==> src/sv/irqt_pkg.sv <==
package irqt_pkg;

  // fixed widths of the register file and the result dimensions
  localparam int DIM_W     = 7;
  localparam int PADDR_W   = 4;
  localparam int PDATA_W   = 32;

  localparam logic [DIM_W-1:0] DIM_RESET = 7'd64;

  typedef enum logic [1:0] {
    REG_IMAGE_WIDTH  = 2'd0,
    REG_IMAGE_HEIGHT = 2'd1,
    REG_QUARTER_TURNS = 2'd2,
    REG_TURN_LEFT    = 2'd3
  } reg_idx_e;

  typedef enum logic {
    OP_LOAD  = 1'b0,
    OP_FETCH = 1'b1
  } op_e;

  // clockwise turn after folding left turns
  typedef enum logic [1:0] {
    TURN_0   = 2'd0,
    TURN_90  = 2'd1,
    TURN_180 = 2'd2,
    TURN_270 = 2'd3
  } turn_e;

  typedef struct packed {
    logic [DIM_W-1:0] w;
    logic [DIM_W-1:0] h;
    logic [DIM_W-1:0] ow;
    logic [DIM_W-1:0] oh;
    turn_e            turns;
  } cfg_t;

  typedef struct packed {
    logic             row_end;
    logic             frame_end;
    logic [DIM_W-1:0] ow;
    logic [DIM_W-1:0] oh;
  } out_info_t;

endpackage

==> src/sv/irqt_regs.sv <==
module irqt_regs #(
  parameter int MAX_WIDTH  = 64,
  parameter int MAX_HEIGHT = 64
) (
  input  logic                               clk_i,
  input  logic                               rst_ni,
  input  logic                               psel,
  input  logic                               penable,
  input  logic                               pwrite,
  input  logic [irqt_pkg::PADDR_W-1:0]       paddr,
  input  logic [irqt_pkg::PDATA_W-1:0]       pwdata,
  output logic [irqt_pkg::PDATA_W-1:0]       prdata,
  output irqt_pkg::cfg_t                     cfg_o
);

  localparam int EFF_W = (MAX_WIDTH < 127) ? MAX_WIDTH : 127;
  localparam int EFF_H = (MAX_HEIGHT < 127) ? MAX_HEIGHT : 127;

  logic [irqt_pkg::DIM_W-1:0] width_q, height_q;
  logic [1:0]                 quarter_q;
  logic                       left_q;
  logic                       wr_en;
  irqt_pkg::reg_idx_e         idx;
  logic [irqt_pkg::DIM_W-1:0] w, h;
  irqt_pkg::turn_e            turns;

  assign wr_en = psel & penable & pwrite;
  assign idx   = irqt_pkg::reg_idx_e'(paddr[3:2]);

  always_ff @(posedge clk_i or negedge rst_ni) begin
    if (!rst_ni) begin
      width_q   <= irqt_pkg::DIM_RESET;
      height_q  <= irqt_pkg::DIM_RESET;
      quarter_q <= '0;
      left_q    <= 1'b0;
    end else if (wr_en) begin
      unique case (idx)
        irqt_pkg::REG_IMAGE_WIDTH:   width_q   <= pwdata[irqt_pkg::DIM_W-1:0];
        irqt_pkg::REG_IMAGE_HEIGHT:  height_q  <= pwdata[irqt_pkg::DIM_W-1:0];
        irqt_pkg::REG_QUARTER_TURNS: quarter_q <= pwdata[1:0];
        irqt_pkg::REG_TURN_LEFT:     left_q    <= pwdata[0];
        default:                     left_q    <= left_q;
      endcase
    end
  end

  always_comb begin
    unique case (idx)
      irqt_pkg::REG_IMAGE_WIDTH:   prdata = irqt_pkg::PDATA_W'(width_q);
      irqt_pkg::REG_IMAGE_HEIGHT:  prdata = irqt_pkg::PDATA_W'(height_q);
      irqt_pkg::REG_QUARTER_TURNS: prdata = irqt_pkg::PDATA_W'(quarter_q);
      irqt_pkg::REG_TURN_LEFT:     prdata = irqt_pkg::PDATA_W'(left_q);
      default:                     prdata = '0;
    endcase
  end

  // zero acts as one, oversize acts as the maximum
  always_comb begin
    if (width_q == '0) begin
      w = irqt_pkg::DIM_W'(1);
    end else if (width_q > irqt_pkg::DIM_W'(EFF_W)) begin
      w = irqt_pkg::DIM_W'(EFF_W);
    end else begin
      w = width_q;
    end
    if (height_q == '0) begin
      h = irqt_pkg::DIM_W'(1);
    end else if (height_q > irqt_pkg::DIM_W'(EFF_H)) begin
      h = irqt_pkg::DIM_W'(EFF_H);
    end else begin
      h = height_q;
    end
    turns = left_q ? irqt_pkg::turn_e'(2'(2'd0 - quarter_q)) : irqt_pkg::turn_e'(quarter_q);
  end

  assign cfg_o.w     = w;
  assign cfg_o.h     = h;
  assign cfg_o.turns = turns;
  assign cfg_o.ow    = turns[0] ? h : w;
  assign cfg_o.oh    = turns[0] ? w : h;

endmodule

==> config.mk <==
export PLATFORM = sky130hd
export DESIGN_NAME = irqt_regs
export DESIGN_NICKNAME = d
export VERILOG_FILES = /design/src/sv/irqt_pkg.sv /design/src/sv/irqt_regs.sv
export SDC_FILE = /design/constraint.sdc
export NUM_CORES = 1
export LEC_CHECK = 0
export ABC_AREA = 1
export BUFFER_PORTS_ARGS = -buffer_cell sky130_fd_sc_hd__buf_2
export CORE_MARGIN = 8
export CORE_UTILIZATION = 40
export DETAILED_ROUTE_END_ITERATION = 12
export MAX_ROUTING_LAYER = met4
export PLACE_DENSITY_LB_ADDON = 0.05
export SLEW_MARGIN = 30
export SYNTH_ARGS = -nofsm -noshare
export SYNTH_HDL_FRONTEND = slang
export SYNTH_SLANG_ARGS = --single-unit
==> constraint.sdc <==
create_clock -name clk_i -period 1.45 [get_ports clk_i]
set_input_delay 0.3625 -clock clk_i [delete_from_list [all_inputs] [get_ports clk_i]]
set_output_delay 0.3625 -clock clk_i [all_outputs]
set_load 0.01 [all_outputs]
# Word-level counts from Yosys, hierarchy flattened
# Cells that the tools add are included.
# totals
regBits	17
in_bits	41
# op_classes
addsub	1
n_lt_le_gt_ge	2
n_eq_ne	3
muxes	8
n_bitwise	2
reduce_logical	7
# ops
op	n
32-bit one-hot mux with 4 select lines	1
7-bit two-way mux	6
7-bit greater-than comparator (second input constant)	2
7-bit zero test	2
2-bit AND reduction	4
2-bit == test (second input constant)	2
1-bit AND	2
2-bit by 1-bit == test with 1-bit output (second input constant)	1
2-bit zero test	1
2-bit two-way mux	1
1-bit by 2-bit subtractor with 2-bit output (first input constant)	1

# Logic depth before layout (Yosys ltp)
# Gate-level depths: netlist of the first run.
# depth
ltp_word	4
mapped_depth	7

# Worst setup path after synthesis of the first run
# Ideal clock, no wire load.
# synth_path
path_type	reg2out
from	register width_q[6] in the netlist's numbering
to	output port cfg_o[9] in the netlist's numbering
arrival_time_ns	0.989
slack_ns	0.099
stages_incl_launch_ff	6
path_buffers	0
cell_sequence	dfstp_2 > inv_2 > nand4_1 > nand2_1 > nand2_1 > nand2_1
# synth_lines
element	line	source
from (decl)	irqt_regs.sv:19	logic [irqt_pkg::DIM_W-1:0] width_q, height_q;
from (signal assigned)	irqt_regs.sv:32	width_q <= irqt_pkg::DIM_RESET;
from (signal assigned)	irqt_regs.sv:38	irqt_pkg::REG_IMAGE_WIDTH: width_q <= pwdata[irqt_pkg::DIM_W-1:0];
to (decl)	irqt_regs.sv:13	output irqt_pkg::cfg_t cfg_o

==> results of run 1 <==
-- synthesized netlist by cell type (2+ instances only) --
| cell type | count | area, um2 |
|---|---|---|
| o22ai_1 | 8 | 50.1 |
| a21oi_1 | 3 | 15.0 |
| nand2_1 | 33 | 124 |
| buf_4 | 26 | 195 |
| inv_1 | 27 | 101 |
| o21ai_1 | 4 | 20.0 |
| inv_2 | 4 | 15.0 |
| clkbuf_1 | 3 | 11.3 |
| dfstp_2 | 2 | 52.6 |
| o21ai_2 | 14 | 123 |
| nand3_1 | 10 | 50.1 |
| nor2_1 | 14 | 52.6 |
| dfrtp_1 | 15 | 375 |
| nand2_2 | 8 | 50.1 |
| o21ai_0 | 6 | 30.0 |
-- tightest hold or removal path: stages --
cell and delay [ns]:
buf_2 0.09, nand2_1 0.05, o21ai_1 0.06
-- kinds of logic (layout without fill, tap and decap cells) --
kind of cell,Yosys count,count (layout)
AO/OA/AOI/OAI,38,38
XOR/XNOR,1,1
buffers and inverters,63,129
flip-flops,17,17
other,1,25
AND/OR/NAND/NOR,70,70
-- cell type report --
class	count	area [um2]	share of cell area, %
inverters	31	146	6.41
clock buffers	3	22.5	0.987
multi-input cells	134	900	39.4
flip-flops and latches	17	428	18.7
clock inverters	1	5.00	0.219
well taps	46	57.6	2.52
repair buffers	94	723	31.7
-- report_power, final --
| part | total (mW) | internal, mW | switching (mW) |
|---|---|---|---|
| clock network | 0.260 | 0.102 | 0.158 |
| registers | 0.694 | 0.583 | 0.111 |
| logic | 1.94 | 0.931 | 1.01 |
-- metrics by stage --
step / instances / worst slack (ns) / hold WS [ns]
detailed placement: 306 / -0.0458 / 0.307
finish: 326 / -0.326 / 0.288
CTS: 318 / -0.300 / 0.289
floorplan: 214 / 0.0987 / 0.0669
global route: 326 / -0.423 / 0.315
global placement: 306 / -0.0444 / 0.306
-- registers in the layout, summed over array words and instances, names as in the netlist --
| signal | flops |
|---|---|
| height_q | 7 |
| width_q | 7 |
| left_q | 1 |
| quarter_q | 2 |
-- metal layers --
layer | vias up | wire length [um]
met5 | - | 0
met4 | 0 | 44
li1 | 730 | -
met2 | 61 | 2370
met3 | 5 | 452
met1 | 698 | 1840
-- what timing repair did --
item                                   4_1_cts  5_1_grt
gates cloned                                 0        0
setup endpoints to repair                   36       36
gates resized for setup                     82       40
hold buffers                                 1        0
endpoints found under the hold margin       15        0
pin swaps                                   15       18
buffers inserted                             7       12
-- how the worst max path moves through the flow --
stage,to,cells after the start
final,cfg_o[16],5
after global routing,cfg_o[25],5
after CTS,cfg_o[2],6
after detailed placement,cfg_o[21],6
after global placement,cfg_o[9],6
after floorplan,cfg_o[9],5
==> results.yml, run 1 <==
status:
  run_status: "finished, violations left"
  violations: "setup timing"
route:
  drt_first_pass_iters: 4
  antenna_left: 0
  vias: 1494
  drc: 0
  wirelength_mm: 4.70
  drtIter0Drc: 71
  wire_per_inst_um: 14.4
  vias_per_cell: 4.58
clocking:
  clockBufferDepth: 2
  htree_levels: 1
  clkSinkCount: 17
  tritoncts: "built"
  numCtsBuffers: 3
  clock_latency_ns: 0.29
  cts-root-buf: "clkbuf_4"
  clkSlewWorstSetupHoldPaths_ns: 0.11
timing:
  timing.fmax_mhz: 563
  period_minus_slack_ns: 1.78
  fin_crit_sh_pct: 122
  drv_slew: 0
  fin_worst_skew_ns: 0
  tns_ns: -8.42
  setup_viol: 35
  rsz0062_at_grt: "true"
  timing.final.hold_violations: 0
  layout_setup_ws_ns: -0.326
die:
  row_count: 21
  core_mm2: 0.00331
  dieArea_mm2: 0.00557
  start_util_pct: 41.5
  die_h_um: 74.6
  ios: 103
  fp.dieW_um: 74.6
layout:
  layout_common_cells: "buf_2, buf_6, conb_1"
  nFillCells: 273
  fin_nets: 322
  syn_to_final_growth_pct: 66.1
  drive_above_1_share_pct: 66.4
  layout_commonest_cell: "buf_2"
  finalCoreUtilization_pct: 68.9
  n_antenna_cell: 0
  final_area_mm2: 0.00228
min_path:
  hold-path-endpoint: "quarter_q[1]"
  hold_class: "input pin to register"
  hold_depth: 3
  min_from: "pwdata[1]"
logic_synthesis:
  synthCells: 190
  avgSynthCellArea_um2: 7.23
  ys_ff_latch: 17
  async_flop_share_pct: 100
  synth_edf_count: 0
  synth-xor-area-share_pct: 0.638
  synth_compound_gate_area_share_pct: 19.1
  synth_top_family_by_area: "buffers and inverters"
  yosys_warnings: 0
  synth_adder_area_share_pct: 0
  syn_area_mm2: 0.00137
  ys_seq_area_share_pct: 31.1
  synth_cell_types: 28
  yosys_most_used_dff: "dfrtp_1"
  synth.mux.area_fraction_pct: 0
  synthSimpleGateAreaFrac_pct: 22.7
critical_path:
  cpMaxStageDelayCell: "dfstp_2"
  r2r-end: "width_q[4]"
  path_max_fanout: 4
  required_ns: 1.09
  cp-start-kind: "register"
  crit_chain: "inv_4 -> nand2_4 -> o21ai_4 -> and2_1 -> buf_2"
  worstSetupPathType: "register to primary output"
  r2r_start: "width_q[4]"
  worstSetupStartpoint: "height_q[6]"
  max_stage_delay_ns: 0.63
  reg2reg_depth: 5
  critPathBufInv: 2
  endpoint_kind: "primary output"
  reg2reg_slack_ns: 0.40
  crit_family: "flip-flops"
  cp.arrival_ns: 1.41
placement:
  place_hpwl_mm: 3.31
  place.gp.congestion: 0.797
  io_buffers: 50
  dpl_cell_area_mm2: 0.00174
power_and_ir_drop:
  power.density_mw_per_mm2: 1270
  total_power_mw: 2.90
  leakage_nw: 1.23
  vdd.ir_drop.worst_v: 0.000823
global_route:
  grt_antenna_before_repair: 0
  grt-busiest-layer: "met2"
  grt_overflow_total: 0
  grt_max_degree: 18
  grtUsageMet1_pct: 19.0
  grt_util_met3_pct: 1.89
  grt_pass1_wl_mm: 6.55
  grt_pass1_vias: 1382
  track_usage_pct: 15.5
  met2_usage_pct: 26.6
job:
  maxCapViolCount: 0
(Power assumes the default switching activity.)
==> run 2: changes to the inputs <==
--- a/config.mk
+++ b/config.mk
@@ -8,7 +8,8 @@
 export ABC_AREA = 1
 export BUFFER_PORTS_ARGS = -buffer_cell sky130_fd_sc_hd__buf_2
 export CORE_MARGIN = 8
-export CORE_UTILIZATION = 40
+export CORE_UTILIZATION = 41
+export CTS_BUF_LIST = sky130_fd_sc_hd__clkbuf_8
 export DETAILED_ROUTE_END_ITERATION = 12
 export MAX_ROUTING_LAYER = met4
 export PLACE_DENSITY_LB_ADDON = 0.05
==> run 2 against run 1 <==
  * The run still ends with setup timing left
  * Global-route usage up 0.50 points
  * Non-clock buffer count down 7
  * Core utilization down 2.2 points
  * Critical path depth up 1
  * Setup slack better by 0.050 ns
  * Hold slack worse by 0.26 ns
  * Clock power up 36%
  * First-iteration DRC count up 20%
  * Critical path type unchanged
  * Largest power group unchanged
==> results.yml, run 2 (synthesis results as in run 1) <==
status:
  run_status: "finished, violations left"
  violations: "setup timing"
die:
  start_util_pct: 41.8
  row_count: 21
  dieArea_mm2: 0.00546
  ios: 103
  core_mm2: 0.00328
  fp.dieW_um: 73.9
  die_h_um: 73.9
timing:
  timing.final.hold_violations: 0
  fin_crit_sh_pct: 119
  timing.fmax_mhz: 579
  setup_viol: 34
  fin_worst_skew_ns: 0
  tns_ns: -6.01
  layout_setup_ws_ns: -0.276
  drv_slew: 0
  period_minus_slack_ns: 1.73
  rsz0062_at_grt: "true"
route:
  wirelength_mm: 4.49
  drt_first_pass_iters: 4
  wire_per_inst_um: 14.1
  antenna_left: 0
  vias: 1498
  drc: 0
  vias_per_cell: 4.70
  drtIter0Drc: 85
layout:
  multi_input_area_um2: 876
  seq_area_um2: 429
  drive_above_1_share_pct: 64.5
  n_antenna_cell: 0
  fin_nets: 315
  top_regs: "height_q (7), width_q (7), quarter_q (2)"
  layout_common_cells: "buf_2, conb_1, nand2_1, buf_6, buf_4"
  finalCoreUtilization_pct: 66.8
  syn_to_final_growth_pct: 59.7
  layout_commonest_cell: "buf_2"
  nFillCells: 289
min_path:
  hold_class: "input pin to asynchronous set/reset pin"
global_route:
  grt_pass1_wl_mm: 6.64
  grt_overflow_total: 0
  track_usage_pct: 16.0
  grt_antenna_before_repair: 0
  grt_max_degree: 18
  grt_pass1_vias: 1401
critical_path:
  reg2reg_slack_ns: 0.43
  required_ns: 1.09
  cp.arrival_ns: 1.36
  path_common_cell: "nand2_1"
  endpoint_kind: "primary output"
  crit_chain: "inv_6 -> nand4_1 -> nand2_2 -> nand2_1 -> nand2_1 -> buf_2"
  max_stage_delay_ns: 0.59
  critPathBufInv: 2
  worstSetupPathType: "register to primary output"
  cpMaxStageDelayCell: "dfstp_2"
  path_max_fanout: 8
  cp-start-kind: "register"
  crit_family: "flip-flops"
clocking:
  cts-root-buf: "clkbuf_8"
  clkSinkCount: 17
  numCtsBuffers: 3
  tritoncts: "built"
  htree_levels: 1
  clkSlewWorstSetupHoldPaths_ns: 0.07
  clockBufferDepth: 2
  clock_latency_ns: 0.25
power_and_ir_drop:
  power.density_mw_per_mm2: 1300
  leakage_nw: 1.20
  vdd.ir_drop.worst_v: 0.000698
  total_power_mw: 2.84
placement:
  place_hpwl_mm: 3.38
  io_buffers: 50
  place.gp.congestion: 0.864
job:
  maxCapViolCount: 0
-- run 2: cell count changes in the layout (fill, tap and decap cells not counted), sizes merged --
cell and delta:
buf -6, clkinv -2, dlygate4sd3 -1, inv +2
-- run 2: repair_timing --
item	CTS	global route
resized for setup	68	39
setup buffers	11	6
setup endpoints to repair	32	36
pin swaps	21	16
hold buffers	0	0
hold endpoints to repair	0	0
-- run 2: where the power goes --
part	internal [mW]	total [mW]	switching, mW	leakage (nW)
Clock	0.188	0.353	0.165	0.0269
Combinational	0.827	1.78	0.952	0.961
Sequential	0.585	0.708	0.123	0.208
-- run 2: through the flow --
stage,cells,setup WS [ns],hold WS [ns],instance area [um2]
after floorplan,214,0.0987,0.0669,1460
after global placement,300,-0.0445,0.312,1710
after detailed placement,300,-0.0666,0.318,1710
after CTS,314,-0.241,0.0408,2030
after global routing,319,-0.332,0.0536,2190
final,319,-0.276,0.0322,2190
-- run 2: final cells by class --
class	instances	share of cell area, %
repair buffers	87	28.9
multi-input cells	134	39.9
inverters	31	6.90
well taps	46	2.62
clock buffers	3	1.88
clock inverters	1	0.171
flip-flops and latches	17	19.6
-- run 2: worst paths after layout --
kind | to | depth (start not counted) | start
worst max-delay path | cfg_o[9] | 6 | width_q[6]
worst min register to register | quarter_q[1] | 2 | quarter_q[1]
min in group clk_i | quarter_q[0] | 3 | pwdata[0]
worst min-delay path | quarter_q[1] | 1 | rst_ni
worst max register to register | height_q[4] | 5 | height_q[4]
max in group asynchronous | width_q[6] | 1 | rst_ni
-- run 2: metal layers --
metal,track usage (%),wire (um)
met3,4.09,471
met1,18.5,1830
met4,5.76,61
met2,26.2,2130
met5,-,0
