$ cat config.mk
export PLATFORM = sky130hd
export DESIGN_NAME = irqt_seq
export DESIGN_NICKNAME = d
export VERILOG_FILES = /design/src/sv/irqt_pkg.sv /design/src/sv/irqt_seq.sv
export SDC_FILE = /design/constraint.sdc
export NUM_CORES = 1
export LEC_CHECK = 0
export ABC_AREA = 1
export BUFFER_PORTS_ARGS = -buffer_cell sky130_fd_sc_hd__buf_2
export CORE_ASPECT_RATIO = 0.7
export CORE_MARGIN = 2
export CORE_UTILIZATION = 60
export DETAILED_ROUTE_END_ITERATION = 8
export PLACE_DENSITY_LB_ADDON = 0.2
export SLEW_MARGIN = 20
export SYNTH_ARGS = -nofsm -noshare
export SYNTH_HDL_FRONTEND = slang
export SYNTH_SLANG_ARGS = --single-unit
$ cat constraint.sdc
create_clock -name clk_i -period 13.9 [get_ports clk_i]
set_input_delay 2.085 -clock clk_i [delete_from_list [all_inputs] [get_ports clk_i]]
set_output_delay 2.085 -clock clk_i [all_outputs]
set_load 0.03 [all_outputs]
$ cat src/sv/irqt_pkg.sv
package irqt_pkg;

  // fixed widths of the register file and the result dimensions
  localparam int DIM_W     = 7;
  localparam int PADDR_W   = 4;
  localparam int PDATA_W   = 32;

  localparam logic [DIM_W-1:0] DIM_RESET = 7'd64;

  typedef enum logic [1:0] {
    REG_IMAGE_WIDTH  = 2'd0,
    REG_IMAGE_HEIGHT = 2'd1,
    REG_QUARTER_TURNS = 2'd2,
    REG_TURN_LEFT    = 2'd3
  } reg_idx_e;

  typedef enum logic {
    OP_LOAD  = 1'b0,
    OP_FETCH = 1'b1
  } op_e;

  // clockwise turn after folding left turns
  typedef enum logic [1:0] {
    TURN_0   = 2'd0,
    TURN_90  = 2'd1,
    TURN_180 = 2'd2,
    TURN_270 = 2'd3
  } turn_e;

  typedef struct packed {
    logic [DIM_W-1:0] w;
    logic [DIM_W-1:0] h;
    logic [DIM_W-1:0] ow;
    logic [DIM_W-1:0] oh;
    turn_e            turns;
  } cfg_t;

  typedef struct packed {
    logic             row_end;
    logic             frame_end;
    logic [DIM_W-1:0] ow;
    logic [DIM_W-1:0] oh;
  } out_info_t;

endpackage

$ cat src/sv/irqt_seq.sv
module irqt_seq #(
  parameter int MAX_WIDTH  = 64,
  parameter int MAX_HEIGHT = 64
) (
  input  logic                                   clk_i,
  input  logic                                   rst_ni,
  input  irqt_pkg::cfg_t                         cfg_i,
  input  logic                                   acc_i,
  input  irqt_pkg::op_e                          op_i,
  output logic [$clog2(MAX_WIDTH*MAX_HEIGHT)-1:0] mem_addr_o,
  output logic                                   mem_we_o,
  output logic                                   mem_re_o,
  output irqt_pkg::out_info_t                    info_o
);

  localparam int DEPTH = MAX_WIDTH * MAX_HEIGHT;
  localparam int AW    = $clog2(DEPTH);
  localparam int LW    = $clog2(DEPTH + 1);
  localparam int EFF_W = (MAX_WIDTH < 127) ? MAX_WIDTH : 127;
  localparam int EFF_H = (MAX_HEIGHT < 127) ? MAX_HEIGHT : 127;
  localparam int MAXD  = (EFF_W > EFF_H) ? EFF_W : EFF_H;
  localparam int PW    = $clog2(MAXD);
  localparam int DW    = irqt_pkg::DIM_W;
  localparam int MW    = 2 * DW;
  localparam int CW    = (LW > MW) ? LW : MW;

  logic [LW-1:0] load_cnt_q, load_cnt_d;
  logic [PW-1:0] row_q, row_d, col_q, col_d;
  logic [DW-1:0] row_e, col_e, r, c;
  logic [MW-1:0] total, addr_full;
  logic          load_ok, rend, fend;

  // position wraps to zero if it lies outside the current output frame
  always_comb begin
    col_e = (DW'(col_q) >= cfg_i.ow) ? '0 : DW'(col_q);
    row_e = (DW'(row_q) >= cfg_i.oh) ? '0 : DW'(row_q);
    unique case (cfg_i.turns)
      irqt_pkg::TURN_0: begin
        r = row_e;
        c = col_e;
      end
      irqt_pkg::TURN_90: begin
        r = cfg_i.h - DW'(1) - col_e;
        c = row_e;
      end
      irqt_pkg::TURN_180: begin
        r = cfg_i.h - DW'(1) - row_e;
        c = cfg_i.w - DW'(1) - col_e;
      end
      irqt_pkg::TURN_270: begin
        r = col_e;
        c = cfg_i.w - DW'(1) - row_e;
      end
      default: begin
        r = row_e;
        c = col_e;
      end
    endcase
  end

  assign addr_full = MW'(r) * MW'(cfg_i.w) + MW'(c);
  assign total     = MW'(cfg_i.w) * MW'(cfg_i.h);
  assign load_ok   = CW'(load_cnt_q) < CW'(total);
  assign rend      = (col_e == cfg_i.ow - DW'(1));
  assign fend      = rend && (row_e == cfg_i.oh - DW'(1));

  always_comb begin
    load_cnt_d = load_cnt_q;
    row_d      = row_q;
    col_d      = col_q;
    mem_we_o   = 1'b0;
    mem_re_o   = 1'b0;
    mem_addr_o = AW'(addr_full);
    if (acc_i) begin
      if (op_i == irqt_pkg::OP_LOAD) begin
        if (load_ok) begin
          mem_we_o   = 1'b1;
          mem_addr_o = AW'(load_cnt_q);
          load_cnt_d = load_cnt_q + LW'(1);
        end
      end else begin
        mem_re_o = 1'b1;
        if (fend) begin
          load_cnt_d = '0;
          row_d      = '0;
          col_d      = '0;
        end else if (rend) begin
          col_d = '0;
          row_d = PW'(row_e + DW'(1));
        end else begin
          col_d = PW'(col_e + DW'(1));
        end
      end
    end
  end

  always_ff @(posedge clk_i or negedge rst_ni) begin
    if (!rst_ni) begin
      load_cnt_q <= '0;
      row_q      <= '0;
      col_q      <= '0;
    end else begin
      load_cnt_q <= load_cnt_d;
      row_q      <= row_d;
      col_q      <= col_d;
    end
  end

  assign info_o.row_end   = rend;
  assign info_o.frame_end = fend;
  assign info_o.ow        = cfg_i.ow;
  assign info_o.oh        = cfg_i.oh;

endmodule

Yosys cells after proc, flatten, opt, wreduce, memory -nomap -nowiden
Cells that the tools add are included.
{"block": "word_totals", "register_bits": 25, "inputBits": 34, "out_inout_bits": 30, "wordCells": 52}
{"block": "op_classes", "n_addsub": 12, "multipliers": 2, "magnitude_cmp": 3, "eq_ne": 6, "n_mux": 19, "reduce_logical": 7}
{"cell": "one-hot mux 7 bit (4 select lines)", "count": 2}
{"cell": "2-to-1 mux 13 bit", "count": 3}
{"cell": "2-to-1 mux 12 bit", "count": 3}
{"cell": "2-to-1 mux 6 bit", "count": 6}
{"cell": "subtractor 7 x 1 -> 7 bit (second input constant)", "count": 4}
{"cell": "subtractor 7 x 6 -> 7 bit", "count": 4}
{"cell": "equality test 6 x 7 -> 1 bit", "count": 2}
{"cell": "greater-or-equal comparator 6 x 7 -> 1 bit", "count": 2}
{"cell": "< comparator 13 x 14 -> 1 bit", "count": 1}
{"cell": "multiplier 7 x 7 -> 14 bit", "count": 1}
{"cell": "adder 13 x 1 -> 13 bit (second input constant)", "count": 1}
{"cell": "adder 12 x 7 -> 12 bit", "count": 1}
{"cell": "adder 6 x 1 -> 6 bit (second input constant)", "count": 2}
{"cell": "multiplier 7 x 7 -> 12 bit", "count": 1}
{"cell": "AND reduction 3 bit", "count": 2}
{"cell": "2-to-1 mux 1 bit", "count": 5}
{"cell": "equality test 2 bit (second input constant)", "count": 2}
{"cell": "nonzero test 2 bit", "count": 2}
{"cell": "equality test 2 x 1 -> 1 bit (second input constant)", "count": 1}
{"cell": "zero test 2 bit", "count": 1}
{"cell": "inequality test 2 x 1 -> 1 bit (second input constant)", "count": 1}
{"cell": "AND reduction 2 bit", "count": 1}
{"cell": "logical AND 1 bit", "count": 1}

Depth between registers and ports, before layout
Gate-level depths: netlist of the first run.
{"block": "depth", "word_depth": 9, "depth_mapped": 40, "depth_no_buf": 40}

Least setup slack after synthesis of the first run
No wires, ideal clock.
{"block": "synth_path", "path_kind": "input -> output", "from": "in cfg_i[6] (netlist bit)", "to": "out mem_addr_o[7]", "arrival_time_ns": 8.432, "t_required_ns": 11.815, "slack_ns": 3.383, "cell_stages": 33, "path_buffers": 0, "cell_sequence": "inv_1 > ha_1 > nand2_1 > nand2_1 > nand2_1 > nand2_1 > a21oi_4 > nand3_1 > inv_1 > nand2_1 > o21ai_0 > ha_1 > inv_1 > fa_1 > a31oi_1 > xor2_1 > o221ai_1 > o21ai_1 > nor2_1 > fa_1 > inv_1 > fa_1 > inv_1 > fa_1 > inv_1 > fa_1 > inv_1 > ha_1 > a21oi_1 > nand2_1 > a21oi_1 > xor2_1 > o21ai_0"}
{"block": "synth_via", "elab_chain_len": 9, "elab_cells_between_ends": 11, "classes_between": "add/sub (3); mul (1); order compare (1); mux (6)"}
{"element": "from (decl)", "line": "irqt_seq.sv:7", "rtl": "input irqt_pkg::cfg_t cfg_i,"}
{"element": "greater-or-equal comparator 6 x 7 -> 1 bit *", "line": "irqt_seq.sv:36", "rtl": "row_e = (DW'(row_q) >= cfg_i.oh) ? '0 : DW'(row_q);"}
{"element": "2-to-1 mux 6 bit *", "line": "irqt_seq.sv:36"}
{"element": "subtractor 7 x 6 -> 7 bit", "line": "irqt_seq.sv:47", "rtl": "r = cfg_i.h - DW'(1) - row_e;"}
{"element": "one-hot mux 7 bit (4 select lines)", "line": "irqt_seq.sv:37", "rtl": "unique case (cfg_i.turns)"}
{"element": "multiplier 7 x 7 -> 12 bit", "line": "irqt_seq.sv:61", "rtl": "assign addr_full = MW'(r) * MW'(cfg_i.w) + MW'(c);"}
{"element": "adder 12 x 7 -> 12 bit *", "line": "irqt_seq.sv:61"}
{"element": "2-to-1 mux 12 bit", "line": "irqt_seq.sv:76", "rtl": "if (load_ok) begin"}
{"element": "2-to-1 mux 12 bit", "line": "irqt_seq.sv:75", "rtl": "if (op_i == irqt_pkg::OP_LOAD) begin"}
{"element": "2-to-1 mux 12 bit *", "line": "irqt_seq.sv:74", "rtl": "if (acc_i) begin"}
{"element": "to (decl)", "line": "irqt_seq.sv:10", "rtl": "output logic [$clog2(MAX_WIDTH*MAX_HEIGHT)-1:0] mem_addr_o,"}
Mark *: on every way between the ends. The rest lies on a longest branch, timed or not.

Worst setup path in the final report of the first run
{"block": "layout_path", "from": "in cfg_i[4] (netlist bit)", "to": "out mem_addr_o[9]"}
Same word-level chain as after synthesis.

==> reports/qor.yml, run 1 <==
setup_path:
  crit_arrival_ns: 9.20
  regToRegEndpoint: "load_cnt_q[3]$_DFFE_PN0P_"
  critical_path_required_ns: 11.81
  cpMostUsedCell: "inv_1"
  r2r_cells: 14
  cp-start-kind: "primary input"
  end_kind: "output pin"
  worstSetupPathType: "in -> out"
  reg2reg_setup_slack_ns: 10.94
  critPathMaxFanout: 8
  cp_slowest_cell: "fa_1"
  timing.rr.start: "col_q[2]$_DFFE_PN0P_"
  worst_path_largest_cell_delay_ns: 0.55
run_status:
  outcome: "completed"
power:
  peakVddDrop_mv: 0.800
  p_leak_nw: 4.39
  power_frac_comb_pct: 88.3
  clockPowerShare_pct: 4.5
  p_per_area_nw_per_um2: 215
  seqPwrFrac_pct: 7.2
  p_sw_mw: 0.992
  p_sw_share_pct: 60.5
  p_int_mw: 0.648
sta:
  hold_ws_ns: 0.574
  rsz0062_at_grt: "no"
  timing.setup.tns_ns: 0
  timing.final.crit_share_pct: 81.2
  finalHoldViolations: 0
  fmax_mhz: 88.6
  max_slew.worst_pin.slew_ns: 0.897
  maxSlewHeadroom_pct: 39.5
  worst_slack_ns: 2.61
  slew_violations: 0
  finalClockSkew_ns: 0.00587
  setup_violations: 0
  period_needed_ns: 11.29
clocking:
  cts_buffers: 3
  clk_path_buf_depth: 2
  insertion_delay_ns: 0.27
  path_clk_slew_ns: 0.08
  postCtsSetupBuffers: 0
  cts-hold-fix-buffers: 0
  cts_resized: 0
  htree_levels: 1
  cts_tree: "yes"
  root_buffer: "clkbuf_16"
  cts_sinks: 25
finish:
  nNetsFinal: 1306
  num_antenna_cells: 0
  n_fill_cell: 1094
  drive_above_1_share_pct: 7.94
  area_growth_pct: 5.27
  multi_input_area_sq_um: 5590
  fin_cells: 1265
  regArea_sq_um: 626
floorplan:
  coreArea_sq_um: 11700
  die-height_um: 95.9
  start_util_pct: 61.7
  io_pins: 64
  rows: 33
  die-area_sq_um: 13000
  die_w_um: 135
routing:
  drcViolationCount: 0
  viasPerCell: 5.39
  wl_per_cell_um: 14.6
  firstDrtPassIters: 6
  ant_nets: 0
  vias: 6821
  drtIter0Drc: 508
  wirelength_mm: 18.5
worst_hold_path:
  min-delay-start: "row_q[5]$_DFFE_PN0P_"
  hold-path-endpoint: "row_q[5]$_DFFE_PN0P_"
  min_path_cells: 2
  hold_class: "reg -> reg"
logic_synthesis:
  synth_top_cells_by_count: "nand2_1, inv_1, ha_1"
  synth_edf_count: 0
  ys.warnings.count: 0
  synth_ff_type: "dfrtp_1"
  mappedNetlistNets: 1277
  ys_ff_latch: 25
  async_flop_share_pct: 100
  synth_area_sq_um: 7240
  synthTopCellsByArea: "ha_1, fa_1, nand2_1"
  synth_area_per_cell_sq_um: 6.70
  synthCells: 1080
  ys_seq_area_share_pct: 8.64
  yosysMostFrequentCell: "nand2_1"
  synth.distinct_cells: 43
  synth_area_leader_cell: "ha_1"
  synth_top_area_share_pct: 18.5
placement:
  place_congestion: 0.975
  io_buffer_count: 63
  dpl_worst_slack_ns: 2.77
  dpl.hpwl_mm: 15.3
  dpl.cell_count: 1261
grt:
  grt_first_pass_wirelength_mm: 29.9
  grt-ovfl-total: 0
  grt_usage_pct: 29.0
  grt_pass1_vias: 5971
  antenna_found_initial: 1
  grt_max_degree: 32
run:
  cap_violations: 0
[through the flow]
step | instance area [sq um] | total power, mW | util, %
2_1_floorplan | 7240 | 1.20 | -
3_3_place_gp | 7540 | 1.53 | 64.3
3_5_place_dp | 7540 | 1.53 | 64.3
4_1_cts | 7620 | 1.63 | 65.0
5_1_grt | 7620 | 1.82 | 65.0
6_report | 7620 | 1.64 | 65.0
[critical path, delay by kind of cell]
kind	cells	cell delay, ns
adder cells (fa/ha/maj)	8	3.36
AO/OA/AOI/OAI	9	1.66
AND/OR/NAND/NOR	8	0.88
buffers and inverters	9	0.86
XOR/XNOR	2	0.34
[routing by layer]
layer,track usage (%),share of wire (%),vias to the layer above
li1,-,-,3434
met1,47.0,52,3090
met2,39.3,38,281
met3,6.90,9.7,14
met4,3.13,0.67,2
met5,0,0.065,-
[state kept, by name (all words and copies together) (netlist names)]
register,cells
load_cnt_q,13
col_q,6
row_q,6
[power groups by stage]
stage / combinational (mW) / sequential [mW] / clock (mW)
finish: 1.45 / 0.117 / 0.0740
floorplan: 1.10 / 0.108 / 0
global route: 1.63 / 0.120 / 0.0767
CTS: 1.44 / 0.116 / 0.0745
global placement: 1.41 / 0.117 / 0
detailed placement: 1.41 / 0.117 / 0
[area by class of cell]
| cell class | instances | area share (%) |
|---|---|---|
| clock buffer | 3 | 0.985 |
| clock inverter | 1 | 0.115 |
| inverter | 215 | 10.6 |
| multi-input combinational | 800 | 73.3 |
| sequential | 25 | 8.21 |
| tap | 157 | 2.58 |
| timing repair buffer | 64 | 4.24 |
[cell families after synthesis]
kind of cell               synth area share, %
AOI/OAI and AO/OA                         8.62
xor gates and xnor gates                  6.41
adders and majority gates                 34.0
buffers and inverters                     14.2
DFF                                       8.64
and+or+nand+nor                           28.1
[placed cells by master (no fill, tap or decap), drive strengths merged]
| master | instances |
|---|---|
| a2bb2oi | 1 |
| buf | 64 |
| o22ai | 5 |
| o21bai | 1 |
| nand3b | 3 |
| nand3 | 64 |
| nand4 | 19 |
| nor4 | 1 |
| dfrtp | 25 |
| o21a | 2 |
| clkinv | 6 |
| o211ai | 3 |
| xnor2 | 12 |
| a21o | 2 |
| inv | 210 |
| a221oi | 2 |
| o21ai | 47 |
| ha | 107 |
| nor3 | 18 |
| a211oi | 2 |
| nand2 | 264 |
| or2 | 5 |
| fa | 56 |
| a31oi | 4 |
| xor2 | 41 |
| o221ai | 3 |
| nor3b | 3 |
| clkbuf | 3 |
| a22oi | 1 |
| a21oi | 35 |
| nor2 | 99 |
[how the worst max path moves through the flow]
| stage | from | to | slack, ns | depth (start not counted) |
|---|---|---|---|---|
| after floorplan | cfg_i[6] | mem_addr_o[7] | 3.38 | 33 |
| after global placement | cfg_i[11] | mem_addr_o[9] | 2.86 | 34 |
| after detailed placement | cfg_i[4] | mem_addr_o[9] | 2.77 | 36 |
| after CTS | cfg_i[4] | mem_addr_o[9] | 2.69 | 36 |
| after global routing | cfg_i[6] | mem_addr_o[11] | 2.12 | 38 |
| final | cfg_i[4] | mem_addr_o[9] | 2.61 | 36 |
No activity file was read; power rests on OpenSTA's default activity.
==> run 2: changes to the inputs <==
==> constraint.sdc (replaced) <==
create_clock -name clk_i -period 10.5 [get_ports clk_i]
set_input_delay 1.575 -clock clk_i [delete_from_list [all_inputs] [get_ports clk_i]]
set_output_delay 1.575 -clock clk_i [all_outputs]
set_load 0.03 [all_outputs]
==> reports/qor.yml, run 2 (synthesized netlist as in run 1, its figures left out) <==
routing:
  wl_per_cell_um: 14.5
  drcViolationCount: 0
  viasPerCell: 5.35
  wirelength_mm: 18.5
  vias: 6800
  firstDrtPassIters: 5
  ant_nets: 0
  drtIter0Drc: 527
clocking:
  path_clk_slew_ns: 0.07
  root_buffer: "clkbuf_16"
  postCtsSetupBuffers: 0
  cts_resized: 0
  clk_path_buf_depth: 2
  htree_levels: 1
  cts_sinks: 25
  cts_buffers: 3
  cts-hold-fix-buffers: 0
  cts_tree: "yes"
  insertion_delay_ns: 0.26
grt:
  grt_max_degree: 32
  antenna_found_initial: 0
  grt_usage_pct: 29.8
  grt-ovfl-total: 0
  grt_pass1_vias: 6113
  grt_first_pass_wirelength_mm: 30.7
finish:
  num_antenna_cells: 0
  nNetsFinal: 1313
  area_growth_pct: 5.98
  n_fill_cell: 1142
  largestRegisters: "load_cnt_q x13, col_q x6, row_q x6"
  final_common_cell: "nand2_1"
  regMostFlops: "load_cnt_q"
  largest_reg_flops: 13
  drive_above_1_share_pct: 8.52
  final_cell_mix: "nand2_1, inv_1, ha_1, nor2_1, buf_2"
floorplan:
  io_pins: 64
  coreArea_sq_um: 11700
  start_util_pct: 61.7
  rows: 33
  die_w_um: 135
  die-height_um: 95.9
  die-area_sq_um: 13000
run_status:
  outcome: "completed"
setup_path:
  cp_slowest_cell: "fa_1"
  cpLargestDelayFamily: "adder cells"
  path_buf_inv: 9
  timing.rr.start: "col_q[2]$_DFFE_PN0P_"
  r2r_cells: 14
  end_kind: "output pin"
  critPathMaxFanout: 10
  regToRegEndpoint: "load_cnt_q[6]$_DFFE_PN0P_"
  critical_path_required_ns: 8.93
  worstSetupPathType: "in -> out"
  reg2reg_setup_slack_ns: 7.54
  crit_arrival_ns: 8.40
  cp-start-kind: "primary input"
  worst_path_largest_cell_delay_ns: 0.53
sta:
  hold_ws_ns: 0.558
  timing.final.crit_share_pct: 95.0
  maxSlewHeadroom_pct: 37.6
  worst_slack_ns: 0.527
  finalHoldViolations: 0
  rsz0062_at_grt: "no"
  slew_violations: 0
  max_slew.worst_pin.slew_ns: 0.927
  period_needed_ns: 9.97
  timing.setup.tns_ns: 0
  setup_violations: 0
  fmax_mhz: 100
  finalClockSkew_ns: 0.00480
placement:
  place_congestion: 1.01
  io_buffer_count: 63
  dpl.hpwl_mm: 15.4
  dpl_worst_slack_ns: 0.541
power:
  p_int_mw: 0.869
  p_per_area_nw_per_um2: 285
  clockPowerShare_pct: 4.1
  p_sw_share_pct: 60.3
  seqPwrFrac_pct: 7.1
  power_frac_comb_pct: 88.8
  p_sw_mw: 1.32
  totalPowerFinal_mw: 2.19
  peakVddDrop_mv: 0.960
  p_leak_nw: 4.43
run:
  cap_violations: 0
worst_hold_path:
  hold_class: "reg -> reg"
  hold-path-endpoint: "row_q[5]$_DFFE_PN0P_"
  min_path_cells: 2
  min-delay-start: "row_q[5]$_DFFE_PN0P_"
run 2: final cells by class:
type / instances / area (sq um) / area share, %
clock buffers: 4 / 78.8 / 1.03
inverters: 215 / 807 / 10.5
multi-input cells: 800 / 5590 / 72.8
flip-flops and latches: 25 / 626 / 8.15
well taps: 157 / 196 / 2.56
repair buffers: 71 / 375 / 4.89
run 2: worst register-to-register path: stages, from the launching register on:
cell,delay (ns)
dfrtp_1,0.44
ha_1,0.32
a21oi_1,0.15
nand2_1,0.08
nand2_1,0.26
nand3_1,0.33
nand2_1,0.13
nand2_1,0.06
nor2_1,0.10
nand2_1,0.09
nor2_4,0.20
nand4_4,0.29
nand2_2,0.30
nand2_1,0.09
nand2_1,0.07
run 2: worst max-delay path by stage:
stage              start            end  cells after the start
2_1_floorplan   cfg_i[6]  mem_addr_o[7]                     33
3_3_place_gp    cfg_i[4]  mem_addr_o[9]                     36
3_5_place_dp    cfg_i[6]  mem_addr_o[9]                     38
4_1_cts         cfg_i[6]  mem_addr_o[9]                     38
5_1_grt        cfg_i[11]  mem_addr_o[9]                     39
6_report       cfg_i[11]  mem_addr_o[9]                     37
run 2: layer usage:
metal / vias to the layer above / wire length, um / part of all wire (%) / track usage, %
li1: 3445 / - / - / -
met1: 3076 / 9490 / 51 / 48.9
met2: 268 / 6960 / 38 / 40.8
met3: 11 / 1870 / 10 / 4.90
met4: 0 / 132 / 0.72 / 4.08
met5: - / 0 / 0 / 0
run 2: power by group through the flow:
stage          combinational, mW  sequential [mW]  clock (mW)
6_report                    1.94            0.155      0.0892
5_1_grt                     2.20            0.158      0.0918
4_1_cts                     1.93            0.153      0.0891
3_5_place_dp                1.91            0.155           0
3_3_place_gp                1.89            0.154           0
2_1_floorplan               1.45            0.142           0
run 2: through the flow:
step	utilization, %	area [sq um]	cells
2_1_floorplan	-	7240	1080
3_3_place_gp	64.7	7590	1268
3_5_place_dp	64.7	7590	1268
4_1_cts	65.4	7670	1272
5_1_grt	65.4	7670	1272
6_report	65.4	7670	1272
